**src/rtl/core/dmc_ram.sv**
```systemverilog
// Generic synchronous RAM: one write port, one read port, registered read.
// No dependencies.
module dmc_ram #(
  parameter int WIDTH = 8,
  parameter int DEPTH = 256,
  parameter int AW    = $clog2(DEPTH)
) (
  input  logic             clk,
  input  logic             we,
  input  logic [AW-1:0]    waddr,
  input  logic [WIDTH-1:0] wdata,
  input  logic [AW-1:0]    raddr,
  output logic [WIDTH-1:0] rdata
);

  logic [WIDTH-1:0] mem [DEPTH];
  logic [WIDTH-1:0] rdata_r;

  always_ff @(posedge clk) begin
    if (we) begin
      mem[waddr] <= wdata;
    end
    rdata_r <= mem[raddr];
  end

  assign rdata = rdata_r;

endmodule

```
**config.mk**
```make
export PLATFORM = sky130hd
export DESIGN_NAME = dmc_ram
export DESIGN_NICKNAME = d
export VERILOG_FILES = /design/src/rtl/core/dmc_ram.sv
export SDC_FILE = /design/constraint.sdc
export NUM_CORES = 2
export LEC_CHECK = 0
export ABC_AREA = 1
export ABC_CLOCK_PERIOD_IN_PS = 1500
export BUFFER_PORTS_ARGS = -buffer_cell sky130_fd_sc_hd__buf_2
export CAP_MARGIN = 20
export CORE_MARGIN = 8
export CORE_UTILIZATION = 55
export DETAILED_ROUTE_END_ITERATION = 10
export GPL_ROUTABILITY_DRIVEN = 0
export PLACE_DENSITY = 0.73
export SKIP_CTS_REPAIR_TIMING = 1
export SYNTH_ARGS = -nofsm -noshare
export SYNTH_HDL_FRONTEND = slang
export SYNTH_SLANG_ARGS = --single-unit
```
**constraint.sdc**
```tcl
create_clock -name clk -period 1.5 [get_ports clk]
set_input_delay 0.075 -clock clk [delete_from_list [all_inputs] [get_ports clk]]
set_output_delay 0.075 -clock clk [all_outputs]
set_load 0.01 [all_outputs]
```
# After elaboration in Yosys (flattened, before gate mapping)
# Memory sizes are Yosys's and may differ from the RTL's. A register that Yosys moved wholly into a read port is not among the register bits.
# Cells that the tools add are included.
# totals
reg_bits	0
ram_bits	2048
input_bits	26
output_inout_bits	8
memories	1
# memory_table
memory	words	word_bits	read_ports	rd_ports_with_merged_regs	wr	line_no	text
mem	256	8	1	1	1	16	logic [WIDTH-1:0] mem [DEPTH];
# classes
n_mux	2
# op_table
op	count
$mux W1	2

# Depth between registers and ports, before layout
# logic_depth
word_depth	2
ltp_mapped	15

# Worst setup path before layout
# No wires, ideal clock.
# synth_path
path_kind	input to register
startpoint	in we
endpoint	mem mem[162][0], enable pin
setup_ns	0.370
arrival_time_ns	1.196
required_time_ns	1.130
slack_ns	-0.066
stages	4
n_path_buf	2
cell_sequence	clkbuf_1 > nand3_1 > clkbuf_1 > nor2_1
# synth_between
elab_chain_len	2
# synth_rtl
item	line_no	text
start, declared	9	input logic we,
$mux W1	20	if (we) begin
$mux W1 (implied by the code)	21	mem[waddr] <= wdata;
end, declared	16	
# No other way between the ends.

==> qor.yml <==
critPathLaunchType: "flip-flop"
synth_seq_cells: 2056
slew_viol_final: 0
async_reset_ff_share_pct: 0
syn_inst: 7003
grt_use_total_pct: 28.0
fmax_mhz: 653
clock_sinks: 2056
dpl.hpwl_um: 147000
setup.worst_path.end_class: "flip-flop"
ys_seq_area_share_pct: 73.9
dpl_cell_area_um2: 91700
hold_violations: 8
post-route-cell-area_um2: 100000
finClkSkew_ns: 0.0229
synth_area_um2: 83400
worst-path-max-fanout: 1
synth_ff_type: "edfxtp_1"
finalCritPeriodShare_pct: 102
port_buffers: 33
initial_core_util_pct: 55.2
first_global_vias: 56281
clkTransAtPathRegs_ns: 0.06
synth.most_common_cell: "nand2_1"
dieArea_um2: 164000
layout-drive-gt1-share_pct: 18.9
fp.coreArea_um2: 151000
grt_setup_unrepaired: "true"
leakage_nw: 36.3
grt_pass1_wl_um: 348000
synth_edf_count: 2048
ir_worst_vdd_mv: 1.32
synth_top_cell_by_area: "edfxtp_1"
pre_cts_slack_ns: -0.817
pin_count: 34
required_ns: 2.21
avgRoutedWirePerCell_um: 24.5
clk_latency_ns: 0.82
worst_pin_slew_ns: 0.781
cts_made_buffers: 196
syn_area_per_cell_um2: 11.9
drc: 0
cts_tree: "done"
drtIter0Drc: 7959
htreeDepth: 4
crit_arrival_ns: 2.24
p_per_area_nw_per_um2: 1200
fillers: 10255
status: "finished, violations left"
syn2layout_area_growth_pct: 20.3
antenna_left: 0
syn_nets: 7029
finalCriticalPeriod_ns: 1.53
rows: 143
antenna_found_initial: 7
hp-class: "in2reg"
cts_buffer_depth: 3
synth-warning-count: 0
timing.hold.ws_ns: -0.207
synthTopCellsByCount: "2,123 x nand2_1, 2,048 x edfxtp_1, 2,019 x nand3_1"
violations: "negative hold slack, negative setup slack"
die_w_um: 405
final_nets: 7534
dr_total_vias: 58969
relSlewSlack_pct: 47.9
root_buffer: "clkbuf_16"
synth_top_cells_by_area: "edfxtp_1 74%, nand3_1 12%, nand2_1 9.6%"
setup_viol: 6
max_cap_violations: 0
grt_overflow_total: 0
firstDrtPassIters: 7
die_h_um: 405
ys_types: 14
fin_ws_ns: -0.0325
vias_per_cell: 6.07
wirelength_um: 238000
synth_top_area_share_pct: 73.7
crit_type: "reg2reg"
grt_max_degree: 66
-- stage by stage --
step | setup TNS (ns) | utilization (%) | std cells | total power [mW]
floorplan | -14.13 | - | 7003 | 68.5
CTS | -3.94 | 64.7 | 9693 | 120
detailed placement | -105.04 | 60.6 | 9332 | 72.9
global placement | -74.66 | 60.6 | 9332 | 72.7
global route | -0.405 | 66.3 | 9703 | 123
finish | -0.106 | 66.3 | 9708 | 120
-- layer usage --
layer  vias up  global-route usage [%]  part of all wire, %
met1     28600                    38.2                   37
li1      25901                       -                    -
met5         -                       0                0.012
met4         4                    11.2                  4.0
met3       599                    6.20                   12
met2      3865                    44.2                   47
-- critical path: stages, from the launching register on --
cell and delay, ns:
edfxtp_1 0.37, nand2_1 0.09, nand3_1 0.10, nand3_1 0.17
nand3_4 0.13, nand3_4 0.08, nand3_4 0.13, nand3_4 0.13
nand2_2 0.07, nand2_4 0.10, nand2_2 0.05
-- cell families (layout without fill, tap and decap cells) --
kind of cell	after synthesis	after routing	share of synthesized area [%]
simple gates	4425	4425	22.9
buf+inv	522	1190	3.12
flops	2056	2056	73.9
other cells	0	7	0
-- worst paths after layout --
check / cells after the start / slack, ns / end / startpoint
setup / recovery: 10 / -0.03 / rdata[0]$_DFF_P_ / mem[228][0]$_DFFE_PP_
hold reg to reg: 10 / 1.00 / rdata[2]$_DFF_P_ / mem[90][2]$_DFFE_PP_
setup reg to reg: 10 / -0.03 / rdata[0]$_DFF_P_ / mem[228][0]$_DFFE_PP_
hold / removal: 3 / -0.21 / rdata[3]$_DFF_P_ / raddr[7]
-- cell type report --
type                    instances  area, um^2  area share, %
diodes                          7        17.5         0.0175
clock buffers                 255        5250           5.24
clock inverters               106         876          0.873
inverters                      39         180          0.180
multi-input cells            4425       21500           21.4
flip-flops and latches       2056       61700           61.5
well taps                    2030        2540           2.53
repair buffers                790        8240           8.22
-- registers in the layout, summed over array words and instances, names as in the netlist --
name	cells
mem	2048
rdata	8
-- cell usage in the layout, fill, tap and decap left out, drive strengths merged --
cell type | Yosys | layout
nor2 | 283 | 283
clkinvlp | 0 | 4
edfxtp | 2048 | 2048
dfxtp | 8 | 8
clkbuf | 112 | 255
nand2 | 2123 | 2123
inv | 39 | 46
dlygate4sd3 | 0 | 8
bufinv | 0 | 13
clkinv | 0 | 82
nand3 | 2019 | 2019
buf | 371 | 782
diode | 0 | 7
-- report_power, final --
part	total [mW]	switching [mW]	internal, mW
sequential	63.4	0.103	63.3
combinational	9.26	6.31	2.95
clock	47.6	20.8	26.8
total	120	27.2	93.1
Note: power is estimated with default switching activity, not from simulation.
