$ cat config.mk
export PLATFORM = sky130hd
export DESIGN_NAME = dmc_geom
export DESIGN_NICKNAME = d
export VERILOG_FILES = /design/src/rtl/core/dmc_pkg.sv /design/src/rtl/core/dmc_geom.sv
export SDC_FILE = /design/constraint.sdc
export NUM_CORES = 1
export LEC_CHECK = 0
export BUFFER_PORTS_ARGS = -buffer_cell sky130_fd_sc_hd__buf_2
export CAP_MARGIN = 20
export CORE_ASPECT_RATIO = 0.5
export CORE_UTILIZATION = 39
export DETAILED_ROUTE_END_ITERATION = 7
export PLACE_DENSITY_LB_ADDON = 0.08
export SLEW_MARGIN = 20
export SYNTH_ARGS = -nofsm -noshare
export SYNTH_HDL_FRONTEND = slang
export SYNTH_SLANG_ARGS = --single-unit
$ cat constraint.sdc
create_clock -name vclk -period 2
set_input_delay 0.4 -clock vclk [all_inputs]
set_output_delay 0.4 -clock vclk [all_outputs]
set_load 0.02 [all_outputs]
$ cat src/rtl/core/dmc_pkg.sv
// Shared definitions for the depth-first maze carver: grid sizes, codes,
// wall masks and the neighbour bundle passed from the geometry unit.
// No dependencies.
package dmc_pkg;

  // Grid capacity
  localparam int MAX_COLS = 32;
  localparam int MAX_ROWS = 32;
  localparam int XW       = $clog2(MAX_COLS);
  localparam int YW       = $clog2(MAX_ROWS);
  localparam int CELL_W   = XW + YW;
  localparam int CELLS    = MAX_COLS * MAX_ROWS;
  localparam int DEPTH_W  = $clog2(CELLS + 1);
  localparam int SIZE_W   = 6;
  localparam int AREA_W   = 2 * SIZE_W;

  // Cell memory word: visited mark above four wall bits
  localparam int WALL_W   = 4;
  localparam int CWORD_W  = WALL_W + 1;

  localparam logic [WALL_W-1:0] W_LEFT  = 4'b0001;
  localparam logic [WALL_W-1:0] W_RIGHT = 4'b0010;
  localparam logic [WALL_W-1:0] W_UP    = 4'b0100;
  localparam logic [WALL_W-1:0] W_DOWN  = 4'b1000;
  localparam logic [WALL_W-1:0] W_ALL   = 4'b1111;

  // Item kinds
  localparam logic [1:0] KIND_STEP    = 2'd0;
  localparam logic [1:0] KIND_READ    = 2'd1;
  localparam logic [1:0] KIND_RESTART = 2'd2;
  localparam logic [1:0] KIND_SPARE   = 2'd3;

  // Directions
  localparam logic [1:0] DIR_RIGHT = 2'd0;
  localparam logic [1:0] DIR_LEFT  = 2'd1;
  localparam logic [1:0] DIR_UP    = 2'd2;
  localparam logic [1:0] DIR_DOWN  = 2'd3;

  // Result status codes
  localparam logic [2:0] ST_CARVED    = 3'd0;
  localparam logic [2:0] ST_NO_MOVE   = 3'd1;
  localparam logic [2:0] ST_BACKTRACK = 3'd2;
  localparam logic [2:0] ST_COMPLETE  = 3'd3;
  localparam logic [2:0] ST_READ      = 3'd4;
  localparam logic [2:0] ST_RESTARTED = 3'd5;

  // Register indexes
  localparam logic REG_COLS = 1'b0;
  localparam logic REG_ROWS = 1'b1;

  // Neighbours of the current cell, indexed by direction
  typedef struct packed {
    logic [3:0]             open;
    logic [3:0][XW-1:0]     nx;
    logic [3:0][YW-1:0]     ny;
    logic [3:0][CELL_W-1:0] addr;
  } nbr_t;

  function automatic logic [CELL_W-1:0] cell_of(input logic [XW-1:0] x,
                                                input logic [YW-1:0] y);
    return CELL_W'(y) * CELL_W'(MAX_COLS) + CELL_W'(x);
  endfunction

  // Size register value: zero counts as one, excess counts as the maximum
  function automatic logic [SIZE_W-1:0] clamp_size(input logic [SIZE_W-1:0] v,
                                                   input logic [SIZE_W-1:0] maxv);
    if (v == '0) return SIZE_W'(1);
    if (v > maxv) return maxv;
    return v;
  endfunction

  // Wall of the current cell that a move opens
  function automatic logic [WALL_W-1:0] here_mask(input logic [1:0] d);
    logic [WALL_W-1:0] m;
    unique case (d)
      DIR_RIGHT: m = W_RIGHT;
      DIR_LEFT:  m = W_LEFT;
      DIR_UP:    m = W_UP;
      default:   m = W_DOWN;
    endcase
    return m;
  endfunction

  // Wall of the entered cell that a move opens
  function automatic logic [WALL_W-1:0] there_mask(input logic [1:0] d);
    logic [WALL_W-1:0] m;
    unique case (d)
      DIR_RIGHT: m = W_LEFT;
      DIR_LEFT:  m = W_RIGHT;
      DIR_UP:    m = W_DOWN;
      default:   m = W_UP;
    endcase
    return m;
  endfunction

endpackage

$ cat src/rtl/core/dmc_geom.sv
// Neighbour geometry of the current cell: which neighbours lie inside the
// grid in use, their coordinates and cell memory addresses.
// Depends on dmc_pkg.
module dmc_geom (
  input  logic [dmc_pkg::XW-1:0]     cur_x,
  input  logic [dmc_pkg::YW-1:0]     cur_y,
  input  logic [dmc_pkg::SIZE_W-1:0] cols,
  input  logic [dmc_pkg::SIZE_W-1:0] rows,
  output dmc_pkg::nbr_t              nbr
);

  logic [dmc_pkg::SIZE_W-1:0] xe;
  logic [dmc_pkg::SIZE_W-1:0] ye;
  logic                       x_in;
  logic                       y_in;

  assign xe   = dmc_pkg::SIZE_W'(cur_x);
  assign ye   = dmc_pkg::SIZE_W'(cur_y);
  assign x_in = xe < cols;
  assign y_in = ye < rows;

  always_comb begin
    // In-grid tests per direction
    nbr.open[dmc_pkg::DIR_RIGHT] = (xe + dmc_pkg::SIZE_W'(1) < cols) && y_in;
    nbr.open[dmc_pkg::DIR_LEFT]  = (cur_x != '0) && (xe - dmc_pkg::SIZE_W'(1) < cols) && y_in;
    nbr.open[dmc_pkg::DIR_UP]    = (ye + dmc_pkg::SIZE_W'(1) < rows) && x_in;
    nbr.open[dmc_pkg::DIR_DOWN]  = (cur_y != '0) && (ye - dmc_pkg::SIZE_W'(1) < rows) && x_in;

    // Neighbour coordinates
    nbr.nx[dmc_pkg::DIR_RIGHT] = cur_x + dmc_pkg::XW'(1);
    nbr.ny[dmc_pkg::DIR_RIGHT] = cur_y;
    nbr.nx[dmc_pkg::DIR_LEFT]  = cur_x - dmc_pkg::XW'(1);
    nbr.ny[dmc_pkg::DIR_LEFT]  = cur_y;
    nbr.nx[dmc_pkg::DIR_UP]    = cur_x;
    nbr.ny[dmc_pkg::DIR_UP]    = cur_y + dmc_pkg::YW'(1);
    nbr.nx[dmc_pkg::DIR_DOWN]  = cur_x;
    nbr.ny[dmc_pkg::DIR_DOWN]  = cur_y - dmc_pkg::YW'(1);

    for (int i = 0; i < 4; i++) begin
      nbr.addr[i] = dmc_pkg::cell_of(nbr.nx[i], nbr.ny[i]);
    end
  end

endmodule

# After elaboration in Yosys (flattened, before gate mapping)
# Index checks and enable logic that the tools add are counted.
# W data, S select, Z words.
[totals]
regBits = 0
latchBits = 0
ram_bits = 0
romBits = 0
in_bits = 22
out_inout_bits = 84
word_cells = 26
n_memories = 0
[classes]
n_addsub = 12
n_mul = 0
div_mod_pow = 0
magnitude_cmp = 6
n_eq_ne = 0
shifts = 0
mux = 0
bitwise_logic = 0
reduce_logical = 8
[op_table]
columns = ["operator", "n"]
rows = [
  ["$add A10 B5 Y10", 4],
  ["$lt A6 B6 Y1", 4],
  ["$add A5 B1 Y6 const B", 2],
  ["$lt A5 B6 Y1", 2],
  ["$sub A5 B1 Y6 const B", 2],
  ["$add A5 B1 Y5 const B", 2],
  ["$reduce_bool A5 Y1", 2],
  ["$sub A5 B1 Y5 const B", 2],
  ["$logic_and A1 B1 Y1", 6],
]

# Logic depth before layout (Yosys ltp)
# Gate-level depths: netlist of the first run.
[depth]
word_depth = 4
ltp_mapped = 8
mapped_depth_nobuf = 8

# Worst setup path after synthesis of the first run
# No wires, ideal clock.
[synth_path]
path_kind = "input to output"
start = "in cur_x[2] (netlist bit)"
end = "out nbr[80] (netlist bit)"
arrival_ps = 2497
t_required_ps = 1600
setup_slack_ps = -897
path_stages = 7
path_buffers = 1
cell_sequence = "clkbuf_1 nand3_1 xnor2_1 ha_1 nand3_1 a21oi_1 nor4b_1"
[synth_lines]
columns = ["element", "line", "source"]
rows = [
  ["from (decl)", "dmc_geom.sv:5", "input logic [dmc_pkg::XW-1:0] cur_x,"],
  ["to (decl)", "dmc_geom.sv:9", "output dmc_pkg::nbr_t nbr"],
]

==> results of run 1 <==
-- tightest hold or removal path: stages --
cell and delay, ps:
buf_8 80, buf_4 110, buf_2 150
-- layout by cell type, fill, tap and decap left out, drive strengths merged --
| master | Yosys | final |
|---|---|---|
| a211oi | 4 | 4 |
| xnor2 | 6 | 6 |
| nor4b | 1 | 1 |
| nand3 | 11 | 11 |
| o211ai | 1 | 1 |
| nor2 | 7 | 7 |
| ha | 34 | 34 |
| or3b | 1 | 1 |
| clkinvlp | 0 | 4 |
| nor4 | 1 | 1 |
| o221ai | 1 | 1 |
| nor3 | 6 | 6 |
| o21ai | 4 | 4 |
| and3 | 2 | 2 |
| nor3b | 1 | 1 |
| a21oi | 9 | 9 |
| nand2 | 9 | 9 |
| xor2 | 6 | 6 |
| buf | 62 | 164 |
| inv | 16 | 12 |
| nand4 | 2 | 2 |
| o2111ai | 1 | 1 |
| a211o | 1 | 1 |
-- cells by family after synthesis --
group	count (synthesis)	synth area share [%]
AOI/OAI and AO/OA	21	9.88
and+or+nand+nor	41	14.6
buffers and inverters	82	38.1
adders and majority gates	34	30.0
xor gates and xnor gates	12	7.41
-- layout make-up --
cell class | instances | share of cell area (%)
Inverter | 16 | 2.94
Multi-Input combinational cell | 108 | 52.7
Tap cell | 51 | 2.50
Timing Repair Buffer | 164 | 41.8
-- layer usage --
metal  vias to the layer above  share of wire, %  routed length, um  GRT usage [%]
met5                         -                 0                  0              0
met4                         0                 0                  0          0.984
met3                         0               4.5                172          0.187
met2                        50                53               2040           38.3
met1                       669                42               1600           22.3
li1                        775                 -                  -              -
-- power by group --
group | internal (mW) | switching, mW | leakage, nW
registers | 0 | 0 | 0
logic | 0.373 | 0.439 | 1.32
clock network | 0 | 0 | 0
total | 0.373 | 0.439 | 1.32
-- worst paths after layout --
path	cells past startpoint	from	slack [ps]	end
setup / recovery	9	cur_x[0]	-340	nbr[81]
hold / removal	3	cur_y[1]	1140	nbr[46]
-- repair_timing --
| item | CTS | global route |
|---|---|---|
| resized for setup | 32 | 25 |
| buffers inserted | 4 | 4 |
| endpoints found under the setup margin | 4 | 6 |
| cloned | 0 | 0 |
| pin swaps | 13 | 13 |
==> results.py, run 1 <==
metrics = {
    "synthesis": {
        "synth.top_cell.area_share_pct": 32.8,
        "yosysSeqAreaShare_pct": 0,
        "yosysTopAreaCell": "buf_4",
        "synth_nets": 246,
        "syn_inst": 190,
        "synth_area_leaders": "buf_4 (33%), ha_1 (30%), inv_1 (4.2%)",
        "synth.avg_cell_area_um2": 7.47,
        "yosysMostFrequentCell": "buf_4",
        "syn-cell-area_um2": 1420,
        "synth_cell_types": 24,
        "synthTopCellsByCount": "buf_4 (62), ha_1 (34), inv_1 (16), nand3_1 (11)",
        "yosys_warnings": 0,
    },
    "routing": {
        "drtAntennaViolNets": 0,
        "drt-wirelength-per-cell_um": 11.2,
        "dr_total_vias": 1494,
        "vias_per_cell": 4.41,
        "wl_um": 3810,
        "first_pass_iters": 4,
        "drc_errors": 0,
        "drt_iter0_drc": 17,
    },
    "finish": {
        "fin_nets": 346,
        "final_core_util_pct": 74.1,
        "flops_and_latches": 0,
        "layout-drive-gt1-share_pct": 77.8,
        "antenna_cells": 0,
        "final_cells": 339,
        "regArea_um2": 0,
        "syn2layout_area_growth_pct": 80.2,
        "multiInputGateArea_um2": 1350,
        "nFillCells": 276,
        "clock_buffer_count": 0,
        "stdcell_area_um2": 2560,
    },
    "setup_path": {
        "crit_fanout": 4,
        "start_kind": "primary input",
        "crit_path_max_incr_delay_ps": 260,
        "cp_top_family": "simple AND/OR/NAND/NOR gates",
        "critPathCaptureType": "output pin",
        "worst-path-buf-inv": 3,
        "cp.required_ps": 1600,
        "crit_arrival_ps": 1940,
        "path_cells": "buf_12 > buf_6 > nor3_4 > xor2_2 > ha_4 > a211oi_2 > nor2_1 > nor3b_2 > buf_4",
        "path_class": "in2out",
        "slowest_stage": "xor2_2",
    },
    "floorplanning": {
        "core_um2": 3450,
        "dieWidth_um": 87.3,
        "ioPinCount": 106,
        "initial_core_util_pct": 41.1,
        "dieArea_um2": 3900,
        "rows": 15,
        "die_h_um": 44.7,
    },
    "flow_run": {
        "maxCapViolCount": 0,
    },
    "global_route": {
        "antenna_found_initial": 0,
        "grt_start_max_net_pins": 14,
        "grt_pass1_wl_um": 5710,
        "grt_usage_pct": 18.3,
        "grt.overflow.total": 0,
        "first_global_vias": 1299,
    },
    "pwr": {
        "power_uw": 811,
        "power_density_nw_per_um2": 317,
        "leakage_nw": 1.32,
        "vdd_ir_drop_max_mv": 0.185,
    },
    "sta": {
        "worst_slack_ps": -342,
        "hold_slack_ps": 1140,
        "slew_violations": 0,
        "fin_crit_sh_pct": 117,
        "rsz0062_at_grt": "yes",
        "hold_viol": 0,
        "slew_headroom_pct": 75.6,
        "max_freq_mhz": 427,
        "worst_slew_pin_slew_ps": 364,
        "finalSetupViolCount": 4,
        "period_needed_ps": 2340,
        "final.setup.tns_ps": -1130,
    },
    "place": {
        "placement.setup.worst_slack_ps": -417,
        "portBuffers": 106,
        "dpl.cell_count": 333,
        "place_hpwl_um": 3170,
        "dpl_cell_area_um2": 2260,
        "routabilityCongestion": 0.869,
    },
    "status": {
        "failed_checks": "negative setup slack",
        "status": "finished with violations",
    },
    "worst_hold_path": {
        "min_path_type": "in2out",
    },
    "clock_tree": {
        "hold_buffers": 0,
    },
}
No activity file was read; power rests on OpenSTA's default activity.
==> run 2: changes to the inputs <==
CELL_PAD_IN_SITES_DETAIL_PLACEMENT = 1   (was default)
CELL_PAD_IN_SITES_GLOBAL_PLACEMENT = 2   (was default)
CORE_UTILIZATION = 19   (was 39)
==> run 2 against run 1 <==
Against the previous run:
- first-iteration DRC count is 5.9% lower
- worst hold slack better by 10 ps
- final cell count is 14% higher
- critical path depth stayed put
- the run still ends with negative setup slack left
- critical endpoint is now nbr[83]
- die area is 100% higher
- combinational power is 5.4% higher
- via count is 3.3% higher
- cell area is 6.5% higher
- count of clock-buffer cells in the layout stayed put
==> results.py, run 2 (synthesis gave the netlist of run 1 again) <==
metrics = {
    "pwr": {
        "power_frac_clock_pct": 0,
        "leakage_nw": 1.36,
        "net-switching-power_uw": 457,
        "combPwrFrac_pct": 100.0,
        "power.internal_uw": 398,
        "vdd_ir_drop_max_mv": 0.128,
        "power_uw": 855,
        "swShare_pct": 53.4,
        "power.share.sequential_pct": 0,
        "power_density_nw_per_um2": 314,
    },
    "setup_path": {
        "start_kind": "primary input",
        "critPathCaptureType": "output pin",
        "slowest_stage": "ha_4",
        "path_cells": "buf_12 > buf_6 > nor3_4 > xor2_2 > ha_4 > a211oi_2 > nor2_2 > nor3_4 > buf_6",
        "cp_top_family": "simple AND/OR/NAND/NOR gates",
        "crit_fanout": 4,
        "cp.required_ps": 1600,
        "worst-path-buf-inv": 3,
        "crit_path_max_incr_delay_ps": 240,
        "path_class": "in2out",
        "crit_arrival_ps": 1870,
    },
    "sta": {
        "slew_violations": 0,
        "hold_viol": 0,
        "slew_headroom_pct": 76.7,
        "worst_slack_ps": -267,
        "fin_crit_sh_pct": 113,
        "rsz0062_at_grt": "yes",
        "max_freq_mhz": 441,
        "finalSetupViolCount": 4,
        "worst_slew_pin_slew_ps": 348,
        "period_needed_ps": 2270,
    },
    "routing": {
        "drt_iter0_drc": 16,
        "dr_total_vias": 1544,
        "wl_um": 4570,
        "wl_met3_um": 189,
        "topRoutingLayerUsed": "met3",
        "wl_met2_um": 2390,
        "drtAntennaViolNets": 0,
        "first_pass_iters": 4,
        "drc_errors": 0,
        "vias_per_cell": 4.00,
        "met1_length_um": 2000,
        "drt-wirelength-per-cell_um": 11.8,
    },
    "finish": {
        "regArea_um2": 0,
        "clock_buffer_count": 0,
        "flops_and_latches": 0,
        "mostFrequentLayoutCells": "buf_2 (92), buf_4 (65), ha_1 (18)",
        "syn2layout_area_growth_pct": 91.9,
        "layout-drive-gt1-share_pct": 79.3,
        "final_common_cell": "buf_2",
        "final_core_util_pct": 39.2,
        "antenna_cells": 0,
        "fin_nets": 352,
    },
    "global_route": {
        "antenna_found_initial": 0,
        "grt_pass1_wl_um": 7580,
        "first_global_vias": 1565,
        "grt.overflow.total": 0,
        "grt_start_max_net_pins": 10,
        "grt_usage_pct": 11.5,
    },
    "place": {
        "placement.setup.worst_slack_ps": -486,
        "routabilityCongestion": 0.718,
        "portBuffers": 106,
        "place_hpwl_um": 4090,
    },
    "floorplanning": {
        "dieArea_um2": 7840,
        "ioPinCount": 106,
        "core_um2": 6940,
        "dieWidth_um": 124,
        "initial_core_util_pct": 20.5,
        "die_h_um": 63.1,
        "rows": 21,
    },
    "worst_hold_path": {
        "min_path_type": "in2out",
    },
    "flow_run": {
        "maxCapViolCount": 0,
    },
    "status": {
        "status": "finished with violations",
        "failed_checks": "negative setup slack",
    },
    "clock_tree": {
        "hold_buffers": 0,
    },
}
run 2: power groups by stage:
stage / clock, mW / combinational, mW / sequential [mW]
6_report: 0 / 0.855 / 0
5_1_grt: 0 / 0.929 / 0
4_1_cts: 0 / 0.839 / 0
3_5_place_dp: 0 / 0.736 / 0
3_3_place_gp: 0 / 0.726 / 0
2_1_floorplan: 0 / 0.534 / 0
run 2: final timing paths:
path                  startpoint       to  depth (start not counted)
worst min-delay path    cur_y[0]   nbr[5]                          3
worst max-delay path    cur_y[0]  nbr[83]                          9
run 2: tightest hold or removal path, cell delays in order:
cell and delay (ps):
buf_12 90, buf_4 110, buf_2 150
run 2: repair_timing:
| item | CTS | global route |
|---|---|---|
| resized for setup | 56 | 17 |
| buffers inserted | 9 | 2 |
| pin swaps | 22 | 17 |
| setup endpoints to repair | 4 | 6 |
run 2: through the flow:
| stage | area (um^2) | setup TNS, ps | cells | hold slack, ps |
|---|---|---|---|---|
| 3_3_place_gp | 2320 | -1700 | 377 | 1220 |
| 6_report | 2720 | -989 | 386 | 1150 |
| 4_1_cts | 2630 | -1070 | 386 | 1150 |
| 3_5_place_dp | 2320 | -1790 | 377 | 1230 |
| 2_1_floorplan | 1800 | -1010 | 190 | 875 |
| 5_1_grt | 2720 | -1340 | 386 | 1160 |
run 2: layout make-up:
class	instances	area, um^2
fillers	839	4210
repair buffers	170	1130
inverters	16	71.3
well taps	92	115
multi-input cells	108	1410
run 2: routing by layer:
| layer | track usage (%) | vias to the layer above |
|---|---|---|
| met3 | 0.255 | 0 |
| met5 | 0 | - |
| met1 | 14.8 | 702 |
| li1 | - | 792 |
| met2 | 22.7 | 50 |
| met4 | 0 | 0 |
==> run 3: changes to the inputs <==
ABC_AREA = 1   (was default)
==> run 3 against run 2 <==
Against the previous run:
- the flow still finishes with violations (negative setup slack)
- synthesized cell count up 32%
- cell area up 3.2%
- flip-flop and latch count unchanged
- via count up 13%
- worst hold slack better by 22 ps
- wire length up 13%
- utilization down 4.5 points
- sequential share of layout area unchanged
- critical endpoint unchanged
- highest routed layer unchanged
==> results.py, run 3 <==
metrics = {
    "finish": {
        "layout-drive-gt1-share_pct": 65.8,
        "fin_nets": 403,
        "antenna_cells": 0,
        "syn2layout_area_growth_pct": 75.3,
        "clock_buffer_count": 0,
        "final_cells": 457,
        "stdcell_area_um2": 2810,
        "final_common_cell": "buf_2",
        "nFillCells": 1005,
        "mostFrequentLayoutCells": "buf_2 (94), buf_4 (50), nand2_1 (49)",
        "multiInputGateArea_um2": 1440,
        "flops_and_latches": 0,
        "regArea_um2": 0,
    },
    "global_route": {
        "grt_pass1_wl_um": 8220,
        "grt.overflow.total": 0,
        "grt_usage_pct": 11.6,
        "first_global_vias": 1740,
        "grt_start_max_net_pins": 8,
        "antenna_found_initial": 0,
    },
    "synthesis": {
        "syn-cell-area_um2": 1600,
        "yosysMostFrequentCell": "buf_4",
        "synthTopCellsByCount": "buf_4 (64), nand2_1 (58), inv_1 (37), ha_1 (34)",
        "yosysSeqAreaShare_pct": 0,
        "synth_nets": 307,
        "yosys_warnings": 0,
        "yosysTopAreaCell": "buf_4",
        "synth.top_cell.area_share_pct": 30.0,
        "syn_inst": 251,
        "synth_area_leaders": "buf_4 (30%), ha_1 (27%), nand2_1 (14%)",
        "synth_cell_types": 15,
        "synth.avg_cell_area_um2": 6.39,
    },
    "worst_hold_path": {
        "min_path_type": "in2out",
    },
    "pwr": {
        "vdd_ir_drop_max_mv": 0.102,
        "power.internal_uw": 368,
        "power_frac_clock_pct": 0,
        "power.share.sequential_pct": 0,
        "leakage_nw": 1.52,
        "net-switching-power_uw": 478,
        "power_density_nw_per_um2": 301,
        "combPwrFrac_pct": 100.0,
        "power_uw": 846,
        "swShare_pct": 56.5,
    },
    "floorplanning": {
        "ioPinCount": 106,
        "rows": 23,
        "initial_core_util_pct": 19.8,
        "core_um2": 8090,
        "dieArea_um2": 8830,
        "dieWidth_um": 132,
        "die_h_um": 66.9,
    },
    "flow_run": {
        "maxCapViolCount": 0,
    },
    "status": {
        "status": "finished with violations",
        "failed_checks": "negative setup slack",
    },
    "setup_path": {
        "path_common_cell": "ha_4",
        "slowest_stage": "ha_4",
        "path_class": "in2out",
        "cp.required_ps": 1600,
        "path_cells": "buf_12 > clkinv_8 > ha_4 > nand2_4 > xor2_4 > ha_4 > nand2_2 > nor2_2 > nand2_1 > nand3_2 > nor2_4 > buf_6",
        "crit_arrival_ps": 1720,
        "crit_path_max_incr_delay_ps": 230,
        "start_kind": "primary input",
        "crit_fanout": 5,
        "critPathCaptureType": "output pin",
    },
    "routing": {
        "drc_errors": 0,
        "dr_total_vias": 1743,
        "first_pass_iters": 4,
        "drt-wirelength-per-cell_um": 11.3,
        "wl_um": 5180,
        "drtAntennaViolNets": 0,
        "drt_iter0_drc": 25,
        "vias_per_cell": 3.81,
    },
    "place": {
        "place_hpwl_um": 4710,
        "portBuffers": 106,
        "dpl_cell_area_um2": 2520,
        "dpl.cell_count": 451,
        "routabilityCongestion": 0.747,
    },
    "sta": {
        "period_needed_ps": 2120,
        "slew_headroom_pct": 84.3,
        "fin_crit_sh_pct": 106,
        "finalSetupViolCount": 4,
        "hold_slack_ps": 1170,
        "rsz0062_at_grt": "yes",
        "slew_violations": 0,
        "worst_slack_ps": -116,
        "max_freq_mhz": 472,
        "hold_viol": 0,
        "worst_slew_pin_slew_ps": 235,
    },
}
[run 3: worst paths after layout]
check / start / to / slack [ps] / cells past startpoint
hold / removal: cur_y[0] / nbr[40] / 1170 / 3
setup / recovery: cur_y[0] / nbr[83] / -120 / 12
[run 3: cells by family (layout without fill, tap and decap cells)]
family	Yosys count	in the layout	synth area share, %
AO/OA/AOI/OAI	6	6	3.12
adder cells (fa/ha/maj)	34	34	26.5
buffers and inverters	105	199	39.6
AND/OR/NAND/NOR	96	96	25.3
XOR/XNOR	10	10	5.46
[run 3: worst max-delay path, delay by kind of cell]
family / cells / cell delay [ps]
xor+xnor: 1 / 190
fa+ha+maj: 2 / 410
buf+inv: 3 / 290
simple gates: 6 / 430
[run 3: repair_timing]
action,4_1_cts,5_1_grt
pin swaps,31,16
setup buffers,4,2
hold buffers,0,0
resized for setup,43,17
endpoints found under the setup margin,4,4
[run 3: area by class of cell]
type / instances / area share, %
tap: 112 / 4.99
multi-input combinational: 146 / 51.2
inverter: 41 / 6.86
timing repair buffer: 158 / 37.0
[run 3: per-stage QoR]
stage	worst slack [ps]	TNS [ps]	util (%)
after floorplan	-36.2	-60.6	-
after global placement	-349	-1220	31.1
after detailed placement	-364	-1300	31.1
after CTS	-134	-514	33.7
after global routing	-198	-758	34.8
final	-116	-424	34.8
[run 3: power by group through the flow]
stage / logic, mW / clock network, mW / registers, mW
after floorplan: 0.563 / 0 / 0
after global placement: 0.757 / 0 / 0
after detailed placement: 0.774 / 0 / 0
after CTS: 0.839 / 0 / 0
after global routing: 0.928 / 0 / 0
final: 0.846 / 0 / 0
[run 3: layer usage]
metal	track usage [%]	vias to the layer above	routed length (um)
met1	13.5	793	2190
met4	0	0	0
met2	25.1	53	2820
met3	0.381	0	169
met5	0	-	0
li1	-	897	-
